### config.mk
export PLATFORM = sky130hd
export DESIGN_NAME = websocket_frame_deframer
export DESIGN_NICKNAME = d
export VERILOG_FILES = /design/src/rtl/wsdf_pkg.sv /design/src/rtl/wsdf_front.sv /design/src/rtl/wsdf_queue.sv /design/src/rtl/wsdf_back.sv /design/src/rtl/websocket_frame_deframer.sv
export SDC_FILE = /design/constraint.sdc
export NUM_CORES = 1
export LEC_CHECK = 0
export BUFFER_PORTS_ARGS = -buffer_cell sky130_fd_sc_hd__buf_2
export CAP_MARGIN = 5
export CORE_AREA = 2 2 122 100
export DETAILED_ROUTE_END_ITERATION = 6
export DIE_AREA = 0 0 124 102
export PLACE_DENSITY_LB_ADDON = 0.12
export SLEW_MARGIN = 20
export SYNTH_ARGS = -nofsm -noshare
export SYNTH_HDL_FRONTEND = slang
export SYNTH_HIERARCHICAL = 1
export SYNTH_SLANG_ARGS = --single-unit
### constraint.sdc
create_clock -name clk -period 5.8 [get_ports clk]
set_input_delay 0.29 -clock clk [delete_from_list [all_inputs] [get_ports clk]]
set_output_delay 0.29 -clock clk [all_outputs]
set_load 0.03 [all_outputs]
### src/rtl/wsdf_pkg.sv
`default_nettype none

package wsdf_pkg;

    // Field widths
    localparam int BYTE_W  = 8;
    localparam int EVENT_W = 3;
    localparam int PHASE_W = 3;
    localparam int LEN_W   = 16;
    localparam int SLOT_W  = 2;
    localparam int KEYS    = 4;

    // Command queue between parser and output stage
    localparam int QDEPTH = 2;
    localparam int QPTR_W = 1;
    localparam int QCNT_W = 2;

    // Header constants
    localparam logic [BYTE_W-1:0] CLOSE_BYTE = 8'h88;
    localparam logic [6:0]        LEN_EXT16  = 7'd126;
    localparam logic [6:0]        LEN_EXT64  = 7'd127;
    localparam logic [SLOT_W-1:0] LAST_SLOT  = 2'd3;

    // Event codes
    localparam logic [EVENT_W-1:0] EV_DATA  = 3'd0;
    localparam logic [EVENT_W-1:0] EV_EMPTY = 3'd1;
    localparam logic [EVENT_W-1:0] EV_CLOSE = 3'd2;
    localparam logic [EVENT_W-1:0] EV_DROP  = 3'd3;
    localparam logic [EVENT_W-1:0] EV_LINK  = 3'd4;

    typedef struct packed {
        logic [BYTE_W-1:0] rx_byte;
        logic              link_down;
    } rx_item_t;

    typedef struct packed {
        logic [EVENT_W-1:0] event_res;
        logic [BYTE_W-1:0]  payload_byte;
        logic               last;
    } ev_item_t;

    // One classified command: event, raw byte, key byte to apply, last flag
    typedef struct packed {
        logic [EVENT_W-1:0] op;
        logic [BYTE_W-1:0]  raw;
        logic [BYTE_W-1:0]  key;
        logic               last;
    } cmd_t;

endpackage

`default_nettype wire

### src/rtl/wsdf_front.sv
`default_nettype none

// Header parser: walk the frame header, capture length and mask key,
// and turn every byte that produces a result into a command.
module wsdf_front (
    input  wire logic              clk,
    input  wire logic              rst_n,
    input  wire logic              rx_valid,
    output logic                   rx_ready,
    input  wire wsdf_pkg::rx_item_t rx_item,
    output logic                   cmd_push,
    output wsdf_pkg::cmd_t         cmd,
    input  wire logic              q_full
);

    localparam logic [wsdf_pkg::PHASE_W-1:0] PH_HDR0    = 3'd0;
    localparam logic [wsdf_pkg::PHASE_W-1:0] PH_HDR1    = 3'd1;
    localparam logic [wsdf_pkg::PHASE_W-1:0] PH_LEN_HI  = 3'd2;
    localparam logic [wsdf_pkg::PHASE_W-1:0] PH_LEN_LO  = 3'd3;
    localparam logic [wsdf_pkg::PHASE_W-1:0] PH_MASK    = 3'd4;
    localparam logic [wsdf_pkg::PHASE_W-1:0] PH_PAYLOAD = 3'd5;

    logic [wsdf_pkg::PHASE_W-1:0] phase_reg, phase_next;
    logic [wsdf_pkg::LEN_W-1:0]   len_reg, len_next;
    logic [wsdf_pkg::BYTE_W-1:0]  key_reg  [wsdf_pkg::KEYS];
    logic [wsdf_pkg::BYTE_W-1:0]  key_next [wsdf_pkg::KEYS];
    logic [wsdf_pkg::LEN_W-1:0]   count_reg, count_next;
    logic [wsdf_pkg::SLOT_W-1:0]  slot_reg, slot_next;

    logic                         accept;
    logic [wsdf_pkg::BYTE_W-1:0]  b;
    logic [6:0]                   len7;
    logic [wsdf_pkg::LEN_W-1:0]   count_inc;
    logic                         fin;

    assign rx_ready  = !q_full;
    assign accept    = rx_valid && rx_ready;
    assign b         = rx_item.rx_byte;
    assign len7      = b[6:0];
    assign count_inc = count_reg + wsdf_pkg::LEN_W'(1);
    assign fin       = (count_inc == len_reg);

    always_comb
    begin
        phase_next = phase_reg;
        len_next   = len_reg;
        key_next   = key_reg;
        count_next = count_reg;
        slot_next  = slot_reg;
        cmd_push   = 1'b0;
        cmd        = '0;

        if (accept)
        begin
            if (rx_item.link_down)
            begin
                // Link lost: back to reset state
                phase_next = PH_HDR0;
                len_next   = '0;
                for (int i = 0; i < wsdf_pkg::KEYS; i++)
                begin
                    key_next[i] = '0;
                end
                count_next = '0;
                slot_next  = '0;
                cmd_push   = 1'b1;
                cmd.op     = wsdf_pkg::EV_LINK;
                cmd.last   = 1'b1;
            end
            else
            begin
                case (phase_reg)
                    PH_HDR0:
                    begin
                        if (b == wsdf_pkg::CLOSE_BYTE)
                        begin
                            cmd_push = 1'b1;
                            cmd.op   = wsdf_pkg::EV_CLOSE;
                            cmd.last = 1'b1;
                        end
                        else
                        begin
                            phase_next = PH_HDR1;
                        end
                    end
                    PH_HDR1:
                    begin
                        if (len7 == wsdf_pkg::LEN_EXT16)
                        begin
                            phase_next = PH_LEN_HI;
                        end
                        else if (len7 == wsdf_pkg::LEN_EXT64)
                        begin
                            phase_next = PH_HDR0;
                            cmd_push   = 1'b1;
                            cmd.op     = wsdf_pkg::EV_DROP;
                            cmd.last   = 1'b1;
                        end
                        else
                        begin
                            len_next   = wsdf_pkg::LEN_W'(len7);
                            slot_next  = '0;
                            phase_next = PH_MASK;
                        end
                    end
                    PH_LEN_HI:
                    begin
                        len_next   = {b, 8'h00};
                        phase_next = PH_LEN_LO;
                    end
                    PH_LEN_LO:
                    begin
                        len_next   = {len_reg[15:8], b};
                        slot_next  = '0;
                        phase_next = PH_MASK;
                    end
                    PH_MASK:
                    begin
                        key_next[slot_reg] = b;
                        if (slot_reg != wsdf_pkg::LAST_SLOT)
                        begin
                            slot_next = slot_reg + wsdf_pkg::SLOT_W'(1);
                        end
                        else
                        begin
                            slot_next  = '0;
                            count_next = '0;
                            if (len_reg == '0)
                            begin
                                phase_next = PH_HDR0;
                                cmd_push   = 1'b1;
                                cmd.op     = wsdf_pkg::EV_EMPTY;
                                cmd.last   = 1'b1;
                            end
                            else
                            begin
                                phase_next = PH_PAYLOAD;
                            end
                        end
                    end
                    PH_PAYLOAD:
                    begin
                        cmd_push = 1'b1;
                        cmd.op   = wsdf_pkg::EV_DATA;
                        cmd.raw  = b;
                        cmd.key  = key_reg[count_reg[wsdf_pkg::SLOT_W-1:0]];
                        cmd.last = fin;
                        if (fin)
                        begin
                            phase_next = PH_HDR0;
                            count_next = '0;
                        end
                        else
                        begin
                            count_next = count_inc;
                        end
                    end
                    default:
                    begin
                        phase_next = PH_HDR0;
                    end
                endcase
            end
        end
    end

    always_ff @(posedge clk or negedge rst_n)
    begin
        if (!rst_n)
        begin
            phase_reg <= PH_HDR0;
            len_reg   <= '0;
            for (int i = 0; i < wsdf_pkg::KEYS; i++)
            begin
                key_reg[i] <= '0;
            end
            count_reg <= '0;
            slot_reg  <= '0;
        end
        else
        begin
            phase_reg <= phase_next;
            len_reg   <= len_next;
            key_reg   <= key_next;
            count_reg <= count_next;
            slot_reg  <= slot_next;
        end
    end

endmodule

`default_nettype wire

### src/rtl/wsdf_queue.sv
`default_nettype none

// Two-entry command queue between parser and output stage.
module wsdf_queue (
    input  wire logic           clk,
    input  wire logic           rst_n,
    input  wire logic           push,
    input  wire wsdf_pkg::cmd_t push_cmd,
    output logic                full,
    input  wire logic           pop,
    output wsdf_pkg::cmd_t      head,
    output logic                not_empty
);

    wsdf_pkg::cmd_t                entry_reg [wsdf_pkg::QDEPTH];
    logic [wsdf_pkg::QPTR_W-1:0]   wr_ptr_reg, wr_ptr_next;
    logic [wsdf_pkg::QPTR_W-1:0]   rd_ptr_reg, rd_ptr_next;
    logic [wsdf_pkg::QCNT_W-1:0]   count_reg, count_next;

    assign full      = (count_reg == wsdf_pkg::QCNT_W'(wsdf_pkg::QDEPTH));
    assign not_empty = (count_reg != '0);
    assign head      = entry_reg[rd_ptr_reg];

    always_comb
    begin
        wr_ptr_next = push ? wr_ptr_reg + wsdf_pkg::QPTR_W'(1) : wr_ptr_reg;
        rd_ptr_next = pop  ? rd_ptr_reg + wsdf_pkg::QPTR_W'(1) : rd_ptr_reg;
        count_next  = count_reg;
        if (push && !pop)
        begin
            count_next = count_reg + wsdf_pkg::QCNT_W'(1);
        end
        else if (pop && !push)
        begin
            count_next = count_reg - wsdf_pkg::QCNT_W'(1);
        end
    end

    always_ff @(posedge clk)
    begin
        if (push)
        begin
            entry_reg[wr_ptr_reg] <= push_cmd;
        end
    end

    always_ff @(posedge clk or negedge rst_n)
    begin
        if (!rst_n)
        begin
            wr_ptr_reg <= '0;
            rd_ptr_reg <= '0;
            count_reg  <= '0;
        end
        else
        begin
            wr_ptr_reg <= wr_ptr_next;
            rd_ptr_reg <= rd_ptr_next;
            count_reg  <= count_next;
        end
    end

endmodule

`default_nettype wire

### src/rtl/wsdf_back.sv
`default_nettype none

// Output stage: unmask the payload byte and hold the result until taken.
module wsdf_back (
    input  wire logic           clk,
    input  wire logic           rst_n,
    input  wire logic           q_not_empty,
    input  wire wsdf_pkg::cmd_t q_head,
    output logic                q_pop,
    output logic                ev_valid,
    input  wire logic           ev_ready,
    output wsdf_pkg::ev_item_t  ev_item
);

    logic               valid_reg;
    wsdf_pkg::ev_item_t item_reg, item_next;

    // Advance when the output slot is free or being emptied
    assign q_pop = q_not_empty && (!valid_reg || ev_ready);

    always_comb
    begin
        item_next.event_res    = q_head.op;
        item_next.payload_byte = q_head.raw ^ q_head.key;
        item_next.last         = q_head.last;
    end

    always_ff @(posedge clk or negedge rst_n)
    begin
        if (!rst_n)
        begin
            valid_reg <= 1'b0;
        end
        else if (q_pop)
        begin
            valid_reg <= 1'b1;
        end
        else if (ev_ready)
        begin
            valid_reg <= 1'b0;
        end
    end

    always_ff @(posedge clk)
    begin
        if (q_pop)
        begin
            item_reg <= item_next;
        end
    end

    assign ev_valid = valid_reg;
    assign ev_item  = item_reg;

endmodule

`default_nettype wire

### src/rtl/websocket_frame_deframer.sv
`default_nettype none

// Path: the result of a taken byte is written into the command queue at the accepting edge,
// and the output register then loads it from the queue head when the output slot is free.
// Throughput: one byte per cycle; rx_ready drops only when the two-entry command
// queue is full, which happens only while the result side stalls.
// Reset: rst_n clears parser state, mask key, queue pointers and output valid at once.
module websocket_frame_deframer (
    input  wire logic               clk,
    input  wire logic               rst_n,
    input  wire logic               rx_valid,
    output logic                    rx_ready,
    input  wire wsdf_pkg::rx_item_t rx_item,
    output logic                    ev_valid,
    input  wire logic               ev_ready,
    output wsdf_pkg::ev_item_t      ev_item
);

    // Commands from parser into the queue
    logic           cmd_push;
    wsdf_pkg::cmd_t cmd;
    logic           q_full;

    // Queue head toward the output stage
    logic           q_pop;
    wsdf_pkg::cmd_t q_head;
    logic           q_not_empty;

    // Front: parse headers, capture the mask key, classify each byte.
    // Bytes that produce no result push nothing: length bytes and most header and mask bytes.
    wsdf_front u_front (
        .clk      (clk),
        .rst_n    (rst_n),
        .rx_valid (rx_valid),
        .rx_ready (rx_ready),
        .rx_item  (rx_item),
        .cmd_push (cmd_push),
        .cmd      (cmd),
        .q_full   (q_full)
    );

    // Decouple the parser from output stalls
    wsdf_queue u_queue (
        .clk       (clk),
        .rst_n     (rst_n),
        .push      (cmd_push),
        .push_cmd  (cmd),
        .full      (q_full),
        .pop       (q_pop),
        .head      (q_head),
        .not_empty (q_not_empty)
    );

    // Back: unmask the payload byte and hold the item in the output register
    wsdf_back u_back (
        .clk         (clk),
        .rst_n       (rst_n),
        .q_not_empty (q_not_empty),
        .q_head      (q_head),
        .q_pop       (q_pop),
        .ev_valid    (ev_valid),
        .ev_ready    (ev_ready),
        .ev_item     (ev_item)
    );

endmodule

`default_nettype wire
Word level (Yosys, flattened, before mapping)
Memory sizes are Yosys's and may differ from the RTL's.
Index checks and enable logic that the tools add are counted.
{ "op_classes": {"muxes": 55, "n_addsub": 6, "n_lt_le_gt_ge": 3, "reduce_logical": 26, "bitwise_logic": 3, "n_eq_ne": 17} }
{ "op_table": {"columns": ["cell", "count"], "rows": [
  ["$mux 16", 8],
  ["$mux 32", 2],
  ["$pmux 16 s3", 1],
  ["$bwmux 32", 1],
  ["$pmux 16 s2", 1],
  ["$mux 3", 10],
  ["$mux 8", 3],
  ["$mux 20", 1],
  ["$pmux 3 s6", 1],
  ["$add 16x1->16 const B", 1],
  ["$bmux 8 s2", 1],
  ["$demux 8 s2", 1],
  ["$eq 16x16->1", 1],
  ["$logic_not 16->1", 1],
  ["$mux 2", 8],
  ["$eq 7x7->1 const B", 2],
  ["$mux 1", 13],
  ["$ne 3x3->1 const B", 4],
  ["$reduce_and 4->1", 3],
  ["$pmux 3 s3", 1],
  ["$eq 8x8->1 const B", 1],
  ["$pmux 1 s4", 2],
  ["$reduce_bool 2->1", 4],
  ["$reduce_bool 4->1", 2],
  ["22 further kinds", 37]
]} }
{ "word_totals": {"output_inout_bits": 14, "memories": 1, "in_bits": 13, "regBits": 86, "ramBits": 40} }
{ "mem_list": {"columns": ["memory", "depth", "width", "rd", "rd_clocked_by_memory_dff", "write_ports", "line", "text"], "rows": [
  ["u_queue.entry_reg", 2, 20, 1, 0, 1, "wsdf_queue.sv:15", "wsdf_pkg::cmd_t entry_reg [wsdf_pkg::QDEPTH];"]
]} }

Logic depth before layout (Yosys ltp)
Gate-level depths: netlist (run 1).
{ "logic_depth": {"ltp_word": 10, "ltp_mapped": 11, "depth_no_buf": 9} }

By module
The synthesis (run 1) kept the hierarchy.
{ "modules_own_cells": {"columns": ["module", "area_each_um2", "n_inst", "seq_area_each_um2", "cells_each"], "rows": [
  ["wsdf_front", 4503.1, 1, 1726.7, 536],
  ["wsdf_queue", 1709.1, 1, 1301.2, 78],
  ["wsdf_back", 474.2, 1, 385.4, 24]
]} }

Least setup slack after synthesis (run 1)
No wires, ideal clock.
{ "synth_path": {"path_type": "flip-flop to flip-flop", "startpoint": "reg u_front/phase_reg[0] (netlist bit)", "endpoint": "mem u_queue/entry_reg[0][0] (netlist bit) (enable)", "path_buffers": 1, "path_stages_with_launch": 7, "setup_slack_ns": 2.931, "setup_ns": 0.399, "t_arrival_ns": 2.470, "path_cell_list": "dfrtp_1 clkbuf_1 nor2b_1 nor3b_1 a32oi_1 a31oi_1 nor2b_1"} }
{ "synth_between": {"elab_chain_len": 6, "word_cells_on_any_way": 9} }
{ "synth_lines": {"columns": ["element", "line", "text"], "rows": [
  ["start, declared", "wsdf_front.sv:23", "logic [wsdf_pkg::PHASE_W-1:0] phase_reg, phase_next;"],
  ["start signal, assigned", "wsdf_front.sv:182", "phase_reg <= phase_next;"],
  ["$eq 3x3->1, or another cell as far along", "wsdf_front.sv:72", "case (phase_reg)"],
  ["$pmux 1 s4 (*)", "wsdf_front.sv:72", null],
  ["$mux 1 (*)", "wsdf_front.sv:55", "if (rx_item.link_down)"],
  ["$mux 1 (*)", "wsdf_front.sv:53", "if (accept)"],
  ["net cmd_push", "websocket_frame_deframer.sv:20", "logic cmd_push;"],
  ["$mux 1 (*)", "wsdf_queue.sv:41", "if (push)"],
  ["$mux 1 (implied by the code) (*)", "wsdf_queue.sv:43", "entry_reg[wr_ptr_reg] <= push_cmd;"],
  ["end, declared", "wsdf_queue.sv:15", null]
]} }
The timed path passes the listed nets; every way through them passes the cells marked *.

==> summary.txt, run 1 <==
Placement
  • HPWL Detailed: a little under 10,000 µm
  • Buffers added on ports: 26
  • Post-Place Cell Area: between 6000 and 7000 µm²
  • RePlAce Congestion: 0.929
  • Dpl ws: approximately 1.9 ns

Routing
  • DRT Pass-1 Iters: 5
  • DRT iter0 DRCs: 630
  • Met3 WL: 1100 µm
  • Vias/cell: 6.19
  • Met2 Wirelength: 6710 µm
  • Routed length per instance: roughly 19 µm
  • DRT met1 WL: around 7400 µm
  • Residual DRC: 0
  • Uppermost layer routed: met4
  • Vias: between 4,000 and 5,000
  • Antenna viol nets, final: 0
  • Routed wire length: 15,400 µm

STA
  • F_max: 251 MHz
  • RSZ-0062 raised after global routing: false
  • Measured slew at the worst slew-check pin: 0.984 ns
  • WHS: 0.161 ns
  • Final Cycle Share: 68.8%
  • Final setup skew: 0.00889 ns
  • Final setup viols: 0
  • Fin worst setup slack: 1.81 ns
  • Tmin final: between 3 and 4 ns
  • Fin Setup TNS: 0 ns
  • Relative slew slack: roughly 34%
  • Slew Limit Fails: 0
  • Final Hold Fails: 0

Final layout
  • Share of layout cells above drive strength 1: between 10% and 20%
  • Final nets: roughly 660
  • Area taken by multi-input logic gates: between 3000 and 4000 µm²
  • Max reg flops: 40
  • FF/Latch Area: 3410 µm²
  • Finished Cell Area: 7410 µm²
  • Fillers: about 870
  • N_diodes: 0
  • Area growth syn-to-layout: 10.8%

Floorplan
  • Die W: 124 µm
  • CORE AREA: 11,400 µm²
  • Area of the die: 12,600 µm²
  • Die Y: about 100 µm
  • Initial Util: 58.7%
  • Row count: 35
  • Io pins: 27

Flow run
  • Maximum capacitance violations: 0

Clock network
  • Clk_lat worst skew: 0.41 ns
  • CTS clk-pin slew, worst paths: 0.06 ns
  • CTS tree: built
  • Clk root buf: clkbuf_16
  • CTS Buf Count: 17
  • H-tree levels: 4
  • Cts repair resizes: 0
  • Setup bufs post-CTS: 0
  • Clk buf depth: 2
  • Clock sinks: 126
  • # hold bufs at CTS: 0

Synthesis
  • Area leader, netlist: dfrtp_1
  • Synth unique cells: 60
  • Syn Inst Count: 638
  • Seq/Total Area, Yosys: 51.0%
  • Synthesized flop and latch total: 126
  • Syn Nets: 657
  • Post-synth EDFFs: 52
  • Syn avg cell area: 10.5 µm²
  • Cell Area, Synth: 6690 µm²
  • Top-area cell type share of the netlist area: ~28%
  • Async SR Flop Fraction: 58.7%
  • Synth Warn #: 6
  • Top_reg_cell synth: dfrtp_1
  • Top post-synthesis cells by area: dfrtp_1, edfxtp_1, nand2_1

Global route
  • Largest net degree at the start of global routing: 75
  • Tot GR Track Use: between 20% and 30%
  • Vias in the first global route: approximately 4,600
  • Total gr overflow: 0
  • First-pass GRT wire length: between 20,000 and 25,000 µm
  • Initial antenna violation count: 0

Pwr
  • NetSw: around 1200 µW
  • Power per cell area: 453 nW/µm²
  • Comb pwr share: between 20 and 30%
  • Sw Ratio: a little over a third
  • Sequential power share: 41.7%
  • Clock power share: 28.6%
  • VDD IR max: 0.275 mV
  • Leakage power: a little under 0.003 µW
  • Pint: 2180 µW

Setup path
  • Arrival @ worst endpoint: between 4 and 5 ns
  • Family with the most delay on the worst path: simple AND/OR/NAND/NOR gates
  • Critical path endpoint category: register
  • CP cell instances: ha_1 -> nand3_1 -> or4_4 -> xnor2_2 -> o2111ai_1 -> or4_1 -> or2_1 -> a31oi_1
  • Kind of critical path: reg2reg
  • CP peak stage delay: 0.94 ns
  • Worst Path Buf+Inv: 0
  • Maximum fanout along the worst path: 18
  • Startpoint types: register
  • Crit path required time: slightly above 6 ns
  • Crit path max-delay cell type: or4_1

Run status
  • Status: finished, final reports clean

Min path
  • Worst hold path type: in2reg
placed cells by master (no fill, tap or decap), drive strengths merged, types with 8 or more instances in the layout:
cell type	count
clkbuf	19
nand2	81
dfrtp	74
xor2	18
nor4	8
o22ai	9
nor2	17
buf	30
nor2b	40
mux2	20
xnor2	8
o21ai	64
edfxtp	52
nand4	8
nand3	19
and2	19
a31oi	48
inv	21
a21oi	11
mux4	8
cell families (layout without fill, tap and decap cells):
group	count (synthesis)	after routing	share of synthesized area (%)
compound gates	154	154	13.8
xor+xnor	26	26	3.52
fa+ha+maj	6	6	1.12
buf+inv	62	81	4.23
flops	126	126	51.0
mux	30	30	7.43
simple gates	234	234	18.9
Yosys cell counts, types with 3 or more instances:
library cell and instances:
nand2_1 81, dfrtp_1 74, o21ai_0 60, edfxtp_1 52, a31oi_1 48, nor2b_1 40
clkbuf_1 29, and2_1 19, mux2_4 19, nand3_1 18, xor2_1 18, inv_1 17
nor2_1 17, a21oi_1 11, o22ai_1 9, mux4_2 8, nand4_1 8, nor4_1 8
buf_2 7, xnor2_1 7, and4_1 6, ha_1 6, and3_1 5, nand2b_1 5
nor3_1 5, buf_6 4, o21ai_1 4, o31ai_1 4, buf_4 3, nor3b_1 3
or3_1 3, or4_1 3
final cells by class:
type                            count  share of cell area [%]
Clock inverter                     14                    1.50
Tap cell                          148                    2.50
Clock buffer                       18                    5.79
Sequential cell                   126                    46.1
Inverter                           17                   0.861
Timing Repair Buffer               32                    2.70
Multi-Input combinational cell    450                    40.6
metrics by stage:
step	util [%]	power, µW	instances
6_report	65.1	3360	805
5_1_grt	65.1	3560	805
4_1_cts	64.6	3360	802
3_5_place_dp	59.9	2390	770
3_3_place_gp	59.8	2360	770
2_1_floorplan	-	2150	638
per-layer routing:
layer	global-route usage (%)	up-vias
met1	40.0	2460
met4	8.56	0
li1	-	2336
met5	0	-
met2	37.6	177
met3	5.86	11
worst register-to-register path, stage by stage, from the launching register on:
cell,delay (ns)
dfrtp_1,0.84
ha_1,0.37
nand3_1,0.26
or4_4,0.58
xnor2_2,0.14
o2111ai_1,0.12
or4_1,0.94
or2_1,0.36
a31oi_1,0.22
path summary, 6_finish.rpt:
check                                     startpoint                 endpoint  slack, ns  cells after the start
worst min-delay path                        ev_ready          u_back/ev_valid       0.16                      3
worst max-delay path            u_front/count_reg[0]  u_queue/entry_reg[1][0]       1.81                      8
worst max register to register  u_front/count_reg[0]  u_queue/entry_reg[1][0]       1.81                      8
worst min register to register  u_queue/count_reg[1]     u_queue/count_reg[1]       0.49                      1
min in group asynchronous                      rst_n       u_queue/rd_ptr_reg       0.30                      2
max in group asynchronous                      rst_n      u_front/key_reg[27]       4.90                      3
power groups by stage:
| stage | clock, µW | combinational [µW] | sequential [µW] |
|---|---|---|---|
| 4_1_cts | 977 | 986 | 1400 |
| 3_5_place_dp | 0 | 979 | 1410 |
| 3_3_place_gp | 0 | 959 | 1400 |
| 5_1_grt | 1020 | 1100 | 1440 |
| 2_1_floorplan | 0 | 753 | 1400 |
| 6_report | 962 | 994 | 1400 |
Power figures use the tool's default switching activity.
==> run 2, diff against run 1 <==
CORE_AREA = 2 2 126 103   (was 2 2 122 100)
DIE_AREA = 0 0 128 105   (was 0 0 124 102)
clock period = 3.4 ns   (was 5.8 ns; I/O delays follow)
==> summary.txt, run 2 (synthesis gave the netlist of run 1 again) <==
Routing
  • Vias/cell: 6.12 (-1.1%)
  • Routed wire length: 15,800 µm (+2.7%)
  • Vias: 5,051 (+1.3%)
  • Antenna viol nets, final: 0 (unchanged)
  • Routed length per instance: 19.2 µm (+0.17%)
  • DRT iter0 DRCs: 624 (-0.95%)
  • Residual DRC: 0 (unchanged)
  • DRT Pass-1 Iters: 6 (+1)

Final layout
  • Area taken by multi-input logic gates: 3000 µm² (-0.25%)
  • Fillers: 993 (+14%)
  • Commonest cells after routing, fill and taps aside: nand2_1, dfrtp_1, o21ai_0, edfxtp_1, a31oi_1
  • Post-layout util: 62.5% (-2.5 points)
  • Share of layout cells above drive strength 1: 17.2% (+1.6 points)
  • Most common cell after layout, fill and taps aside: nand2_1
  • Final nets: 679 (+2.4%)
  • N_diodes: 0 (unchanged)
  • Area growth syn-to-layout: 12.9%
  • FF/Latch Area: 3410 µm² (about the same)
  • Max reg flops: 40 (unchanged)

Clock network
  • CTS Buf Count: 17 (unchanged)
  • Clk_lat worst skew: 0.41 ns (about the same)
  • H-tree levels: 4 (unchanged)
  • Clk root buf: clkbuf_16
  • CTS tree: built
  • Clock sinks: 126 (unchanged)
  • Clk buf depth: 2 (unchanged)
  • CTS clk-pin slew, worst paths: 0.06 ns (about the same)
  • Cts repair resizes: 0 (unchanged)

Global route
  • Largest net degree at the start of global routing: 75 (unchanged)
  • First-pass GRT wire length: 25,700 µm (+3.6%)
  • Initial antenna violation count: 1 (+1)
  • Vias in the first global route: 4,786 (+4.1%)
  • Tot GR Track Use: 24.9% (-1.4 points)
  • Total gr overflow: 0 (unchanged)

Setup path
  • CP peak stage delay: 0.64 ns (-0.30 ns)
  • Arrival @ worst endpoint: 3.35 ns (-0.88 ns)
  • Worst Path Buf+Inv: 1 (+1)
  • Critical path endpoint category: register
  • Kind of critical path: reg2reg
  • Maximum fanout along the worst path: 8 (-10)
  • CP cell instances: ha_1 -> nand3_1 -> or4_4 -> xnor2_2 -> o2111ai_1 -> or4_1 -> buf_4 -> a22oi_1 -> o31ai_1
  • Family with the most delay on the worst path: simple AND/OR/NAND/NOR gates
  • Crit path required time: 3.68 ns (-2.36 ns)
  • Crit path max-delay cell type: or4_1
  • Startpoint types: register

STA
  • Fin Setup TNS: 0 ns (unchanged)
  • F_max: 326 MHz (+30%)
  • Final Cycle Share: 90.3% (+21 points)
  • Tmin final: 3.07 ns (-0.920 ns)
  • Final setup viols: 0 (unchanged)
  • Measured slew at the worst slew-check pin: 1.05 ns (+0.0680 ns)
  • Final setup skew: 0.0105 ns (+0.00164 ns)
  • Relative slew slack: 29.6% (-4.4 points)
  • WHS: 0.0265 ns (-0.134 ns)
  • RSZ-0062 raised after global routing: false
  • Final Hold Fails: 0 (unchanged)
  • Slew Limit Fails: 0 (unchanged)

Floorplan
  • Die Y: 105 µm (+2.9%)
  • CORE AREA: 12,100 µm² (+6.0%)
  • Die W: 128 µm (+3.2%)
  • Row count: 36 (+2.9%)
  • Io pins: 27 (unchanged)
  • Area of the die: 13,400 µm² (+6.3%)
  • Initial Util: 55.4% (-3.3 points)

Min path
  • Worst hold path type: in2reg

Placement
  • RePlAce Congestion: 0.855 (-8.0%)
  • Buffers added on ports: 26 (unchanged)
  • HPWL Detailed: 10,700 µm (+8.6%)

Pwr
  • VDD IR max: 0.399 mV (+45%)
  • Final Power: 5840 µW (+74%)
  • Leakage power: 0.00298 µW (+2.9%)
  • Power per cell area: 774 nW/µm² (+71%)

Flow run
  • Maximum capacitance violations: 0 (unchanged)

Run status
  • Status: finished, final reports clean
[run 2: changes by cell type in the layout (fill, tap and decap cells not counted), sizes merged]
cell / delta
inv: +2
clkbuf: -1
clkinvlp: +2
clkinv: -5
bufinv: +1
buf: +17
[run 2: final cells by class]
class,count,share of cell area (%)
sequential,126,45.2
multi-input combinational,450,39.7
clock buffer,18,5.69
timing repair buffer,48,4.24
tap,152,2.52
clock inverter,14,1.77
inverter,17,0.845
[run 2: repair_timing]
| item | in CTS | in global routing |
|---|---|---|
| hold buffers | 1 | 0 |
| endpoints found under the hold margin | 74 | 0 |
| setup buffers | 0 | 0 |
| setup endpoints to repair | 0 | 0 |
[run 2: path summary, 6_finish.rpt]
kind / start / endpoint / slack (ns) / depth (start not counted)
max reg2reg: u_front/count_reg[0] / u_front/count_reg[9] / 0.33 / 9
min in group asynchronous: rst_n / u_front/key_reg[15] / 0.23 / 2
max in group asynchronous: rst_n / u_queue/rd_ptr_reg / 2.59 / 3
max: u_front/count_reg[0] / u_front/count_reg[9] / 0.33 / 9
min reg2reg: u_queue/count_reg[1] / u_queue/count_reg[1] / 0.48 / 1
min: ev_ready / u_back/ev_valid / 0.03 / 3
[run 2: worst reg2reg max path, delay by kind of cell, from the launching register on]
family	cells	cell delay [ns]
adder cells (fa/ha/maj)	1	0.27
AND/OR/NAND/NOR	3	1.44
XOR/XNOR	1	0.13
buffers and inverters	1	0.23
AO/OA/AOI/OAI	3	0.43
flip-flops	1	0.45
[run 2: through the flow]
| stage | instances | worst slack (ns) | cell area [µm²] |
|---|---|---|---|
| after floorplan | 638 | 0.531 | 6690 |
| after global placement | 791 | 0.438 | 6950 |
| after detailed placement | 791 | 0.330 | 6950 |
| after CTS | 824 | 0.332 | 7520 |
| after global routing | 825 | 0.0770 | 7550 |
| final | 825 | 0.330 | 7550 |
[run 2: per-layer routing]
| layer | vias up | part of all wire (%) | GRT usage [%] |
|---|---|---|---|
| met5 | - | 0 | 0 |
| met4 | 0 | 0.99 | 6.99 |
| met3 | 13 | 8.0 | 5.27 |
| li1 | 2368 | - | - |
| met1 | 2453 | 49 | 39.1 |
| met2 | 217 | 42 | 34.6 |
[run 2: report_power, final]
part           internal [µW]  total, µW  leakage [µW]  switching, µW
clock network           1020       1720      0.000256            700
registers               2040       2340       0.00141            306
logic                    777       1780       0.00132           1000
total                   3830       5840       0.00298           2010
==> run 3, diff against run 2 <==
CELL_PAD_IN_SITES_DETAIL_PLACEMENT = 0   (was default)
CELL_PAD_IN_SITES_GLOBAL_PLACEMENT = 2   (was default)
CORE_AREA = 2 2 141 116   (was 2 2 126 103)
DIE_AREA = 0 0 143 118   (was 0 0 128 105)
clock period = 3.7 ns   (was 3.4 ns; I/O delays follow)
==> summary.txt, run 3 (synthesis gave the netlist of run 1 again) <==
STA
  • Fin Setup TNS: 0 ns (unchanged)
  • Measured slew at the worst slew-check pin: 1.02 ns (-0.0317 ns)
  • Slew Limit Fails: 0 (unchanged)
  • F_max: 326 MHz (about the same)
  • Tmin final: 3.07 ns (-0.00187 ns)
  • Final Hold Fails: 0 (unchanged)
  • Final setup viols: 0 (unchanged)
  • Relative slew slack: 31.7% (+2.1 points)
  • RSZ-0062 raised after global routing: false
  • WHS: 0.0450 ns (+0.0185 ns)
  • Final setup skew: 0.00613 ns (-0.00440 ns)
  • Final Cycle Share: 82.9% (-7.4 points)

Placement
  • RePlAce Congestion: 0.896 (+4.8%)
  • HPWL Detailed: 11,000 µm (+3.5%)
  • Buffers added on ports: 26 (unchanged)

Clock network
  • Clk buf depth: 2 (unchanged)
  • CTS clk-pin slew, worst paths: 0.06 ns (about the same)
  • CTS Buf Count: 17 (unchanged)
  • Clock sinks: 126 (unchanged)
  • Clk root buf: clkbuf_16
  • Clk_lat worst skew: 0.42 ns (about the same)
  • CTS tree: built
  • H-tree levels: 4 (unchanged)

Final layout
  • Area growth syn-to-layout: 13.8%
  • Commonest cells after routing, fill and taps aside: nand2_1, dfrtp_1, o21ai_0, edfxtp_1, a31oi_1
  • N_diodes: 0 (unchanged)
  • Fillers: 1,389 (+40%)
  • Max reg flops: 40 (unchanged)
  • Most common cell after layout, fill and taps aside: nand2_1
  • Final nets: 675 (-0.59%)
  • Share of layout cells above drive strength 1: 17.2% (-0.046 points)

Routing
  • DRT Pass-1 Iters: 7 (+1)
  • Vias: 4,960 (-1.8%)
  • Routed wire length: 16,100 µm (+2.0%)
  • Routed length per instance: 18.2 µm (-4.8%)
  • Antenna viol nets, final: 0 (unchanged)
  • Vias/cell: 5.61 (-8.4%)
  • Residual DRC: 0 (unchanged)
  • DRT iter0 DRCs: 409 (-34%)

Global route
  • Total gr overflow: 0 (unchanged)
  • Initial antenna violation count: 0 (-1)
  • Largest net degree at the start of global routing: 75 (unchanged)
  • Vias in the first global route: 4,572 (-4.5%)
  • First-pass GRT wire length: 26,300 µm (+2.3%)
  • Tot GR Track Use: 20.5% (-4.4 points)

Floorplan
  • Initial Util: 43.3% (-12 points)
  • CORE AREA: 15,400 µm² (+28%)
  • Area of the die: 16,900 µm² (+26%)
  • Row count: 41 (+14%)
  • Die Y: 118 µm (+12%)
  • Io pins: 27 (unchanged)
  • Die W: 143 µm (+12%)

Setup path
  • Arrival @ worst endpoint: 3.36 ns (about the same)
  • R2R Setup Slk: 0.63 ns (+0.30 ns)
  • Worst Setup EP: u_front/count_reg[6]
  • Reg2Reg Depth: 9 (unchanged)
  • Maximum fanout along the worst path: 12 (+4)
  • Critical path endpoint category: register
  • R2R Path End: u_front/count_reg[6]
  • Startpoint types: register
  • Kind of critical path: reg2reg
  • Crit path from: u_front/count_reg[0]
  • Reg2reg start: u_front/count_reg[0]
  • Crit path required time: 3.99 ns (+0.31 ns)

Pwr
  • Leakage power: 0.00298 µW (-0.13%)
  • Power per cell area: 711 nW/µm² (-8.1%)
  • Final Power: 5410 µW (-7.3%)
  • VDD IR max: 0.357 mV (-10%)

Run status
  • Status: finished, final reports clean

Min path
  • Worst hold path type: in2reg

Flow run
  • Maximum capacitance violations: 0 (unchanged)
## run 3: timing repair
| item | 4_1_cts | 5_1_grt |
|---|---|---|
| endpoints found under the hold margin | 64 | 0 |
| resized for setup | 0 | 0 |
| hold buffers | 1 | 0 |
| setup buffers | 0 | 0 |
## run 3: final cells by class
type | instances | area [µm²] | area share [%]
repair buffers | 44 | 274 | 3.60
flip-flops and latches | 126 | 3410 | 44.9
well taps | 215 | 269 | 3.54
multi-input cells | 450 | 3000 | 39.4
inverters | 17 | 63.8 | 0.839
clock inverters | 14 | 158 | 2.07
clock buffers | 18 | 429 | 5.64
## run 3: layer usage
metal | wire [µm] | global-route usage [%] | share of wire (%) | vias to the layer above
met5 | 0 | 0 | 0 | -
li1 | - | - | - | 2360
met1 | 8570 | 34.4 | 53 | 2423
met4 | 133 | 5.26 | 0.82 | 0
met3 | 1170 | 5.82 | 7.3 | 13
met2 | 6260 | 24.9 | 39 | 164
## run 3: worst min path at each step
stage,start,depth (start not counted),end,slack [ns]
after global placement,rst_n,1,u_queue/rd_ptr_reg,0.42
after detailed placement,rst_n,1,u_queue/rd_ptr_reg,0.42
after global routing,ev_ready,3,u_back/ev_valid,0.07
final,ev_ready,3,u_back/ev_valid,0.05
after CTS,ev_ready,3,u_back/ev_valid,0.03
after floorplan,rst_n,0,u_back/ev_valid,-0.11
## run 3: worst max-delay path: stages (launching register included)
cell and delay [ns]:
dfrtp_1 0.34, ha_1 0.24, nand3_1 0.25, or4_4 0.58, xnor2_2 0.13, o2111ai_1 0.13, or4_1 0.73, buf_4 0.27
a31oi_1 0.18, o22ai_1 0.10
## run 3: report_power, final
group	switching (µW)	internal [µW]	leakage, µW	total (µW)
clock	643	1000	0.000279	1650
combinational	886	699	0.00129	1590
sequential	310	1870	0.00141	2180
## run 3: per-stage QoR
stage                     area [µm²]  cells  setup slack [ns]  utilization (%)
final                           7610    884             0.632             49.3
after global placement          7000    851             0.733             45.4
after global routing            7610    884             0.432             49.3
after detailed placement        7000    851             0.639             45.4
after CTS                       7600    884             0.642             49.2
after floorplan                 6690    638             0.831                -
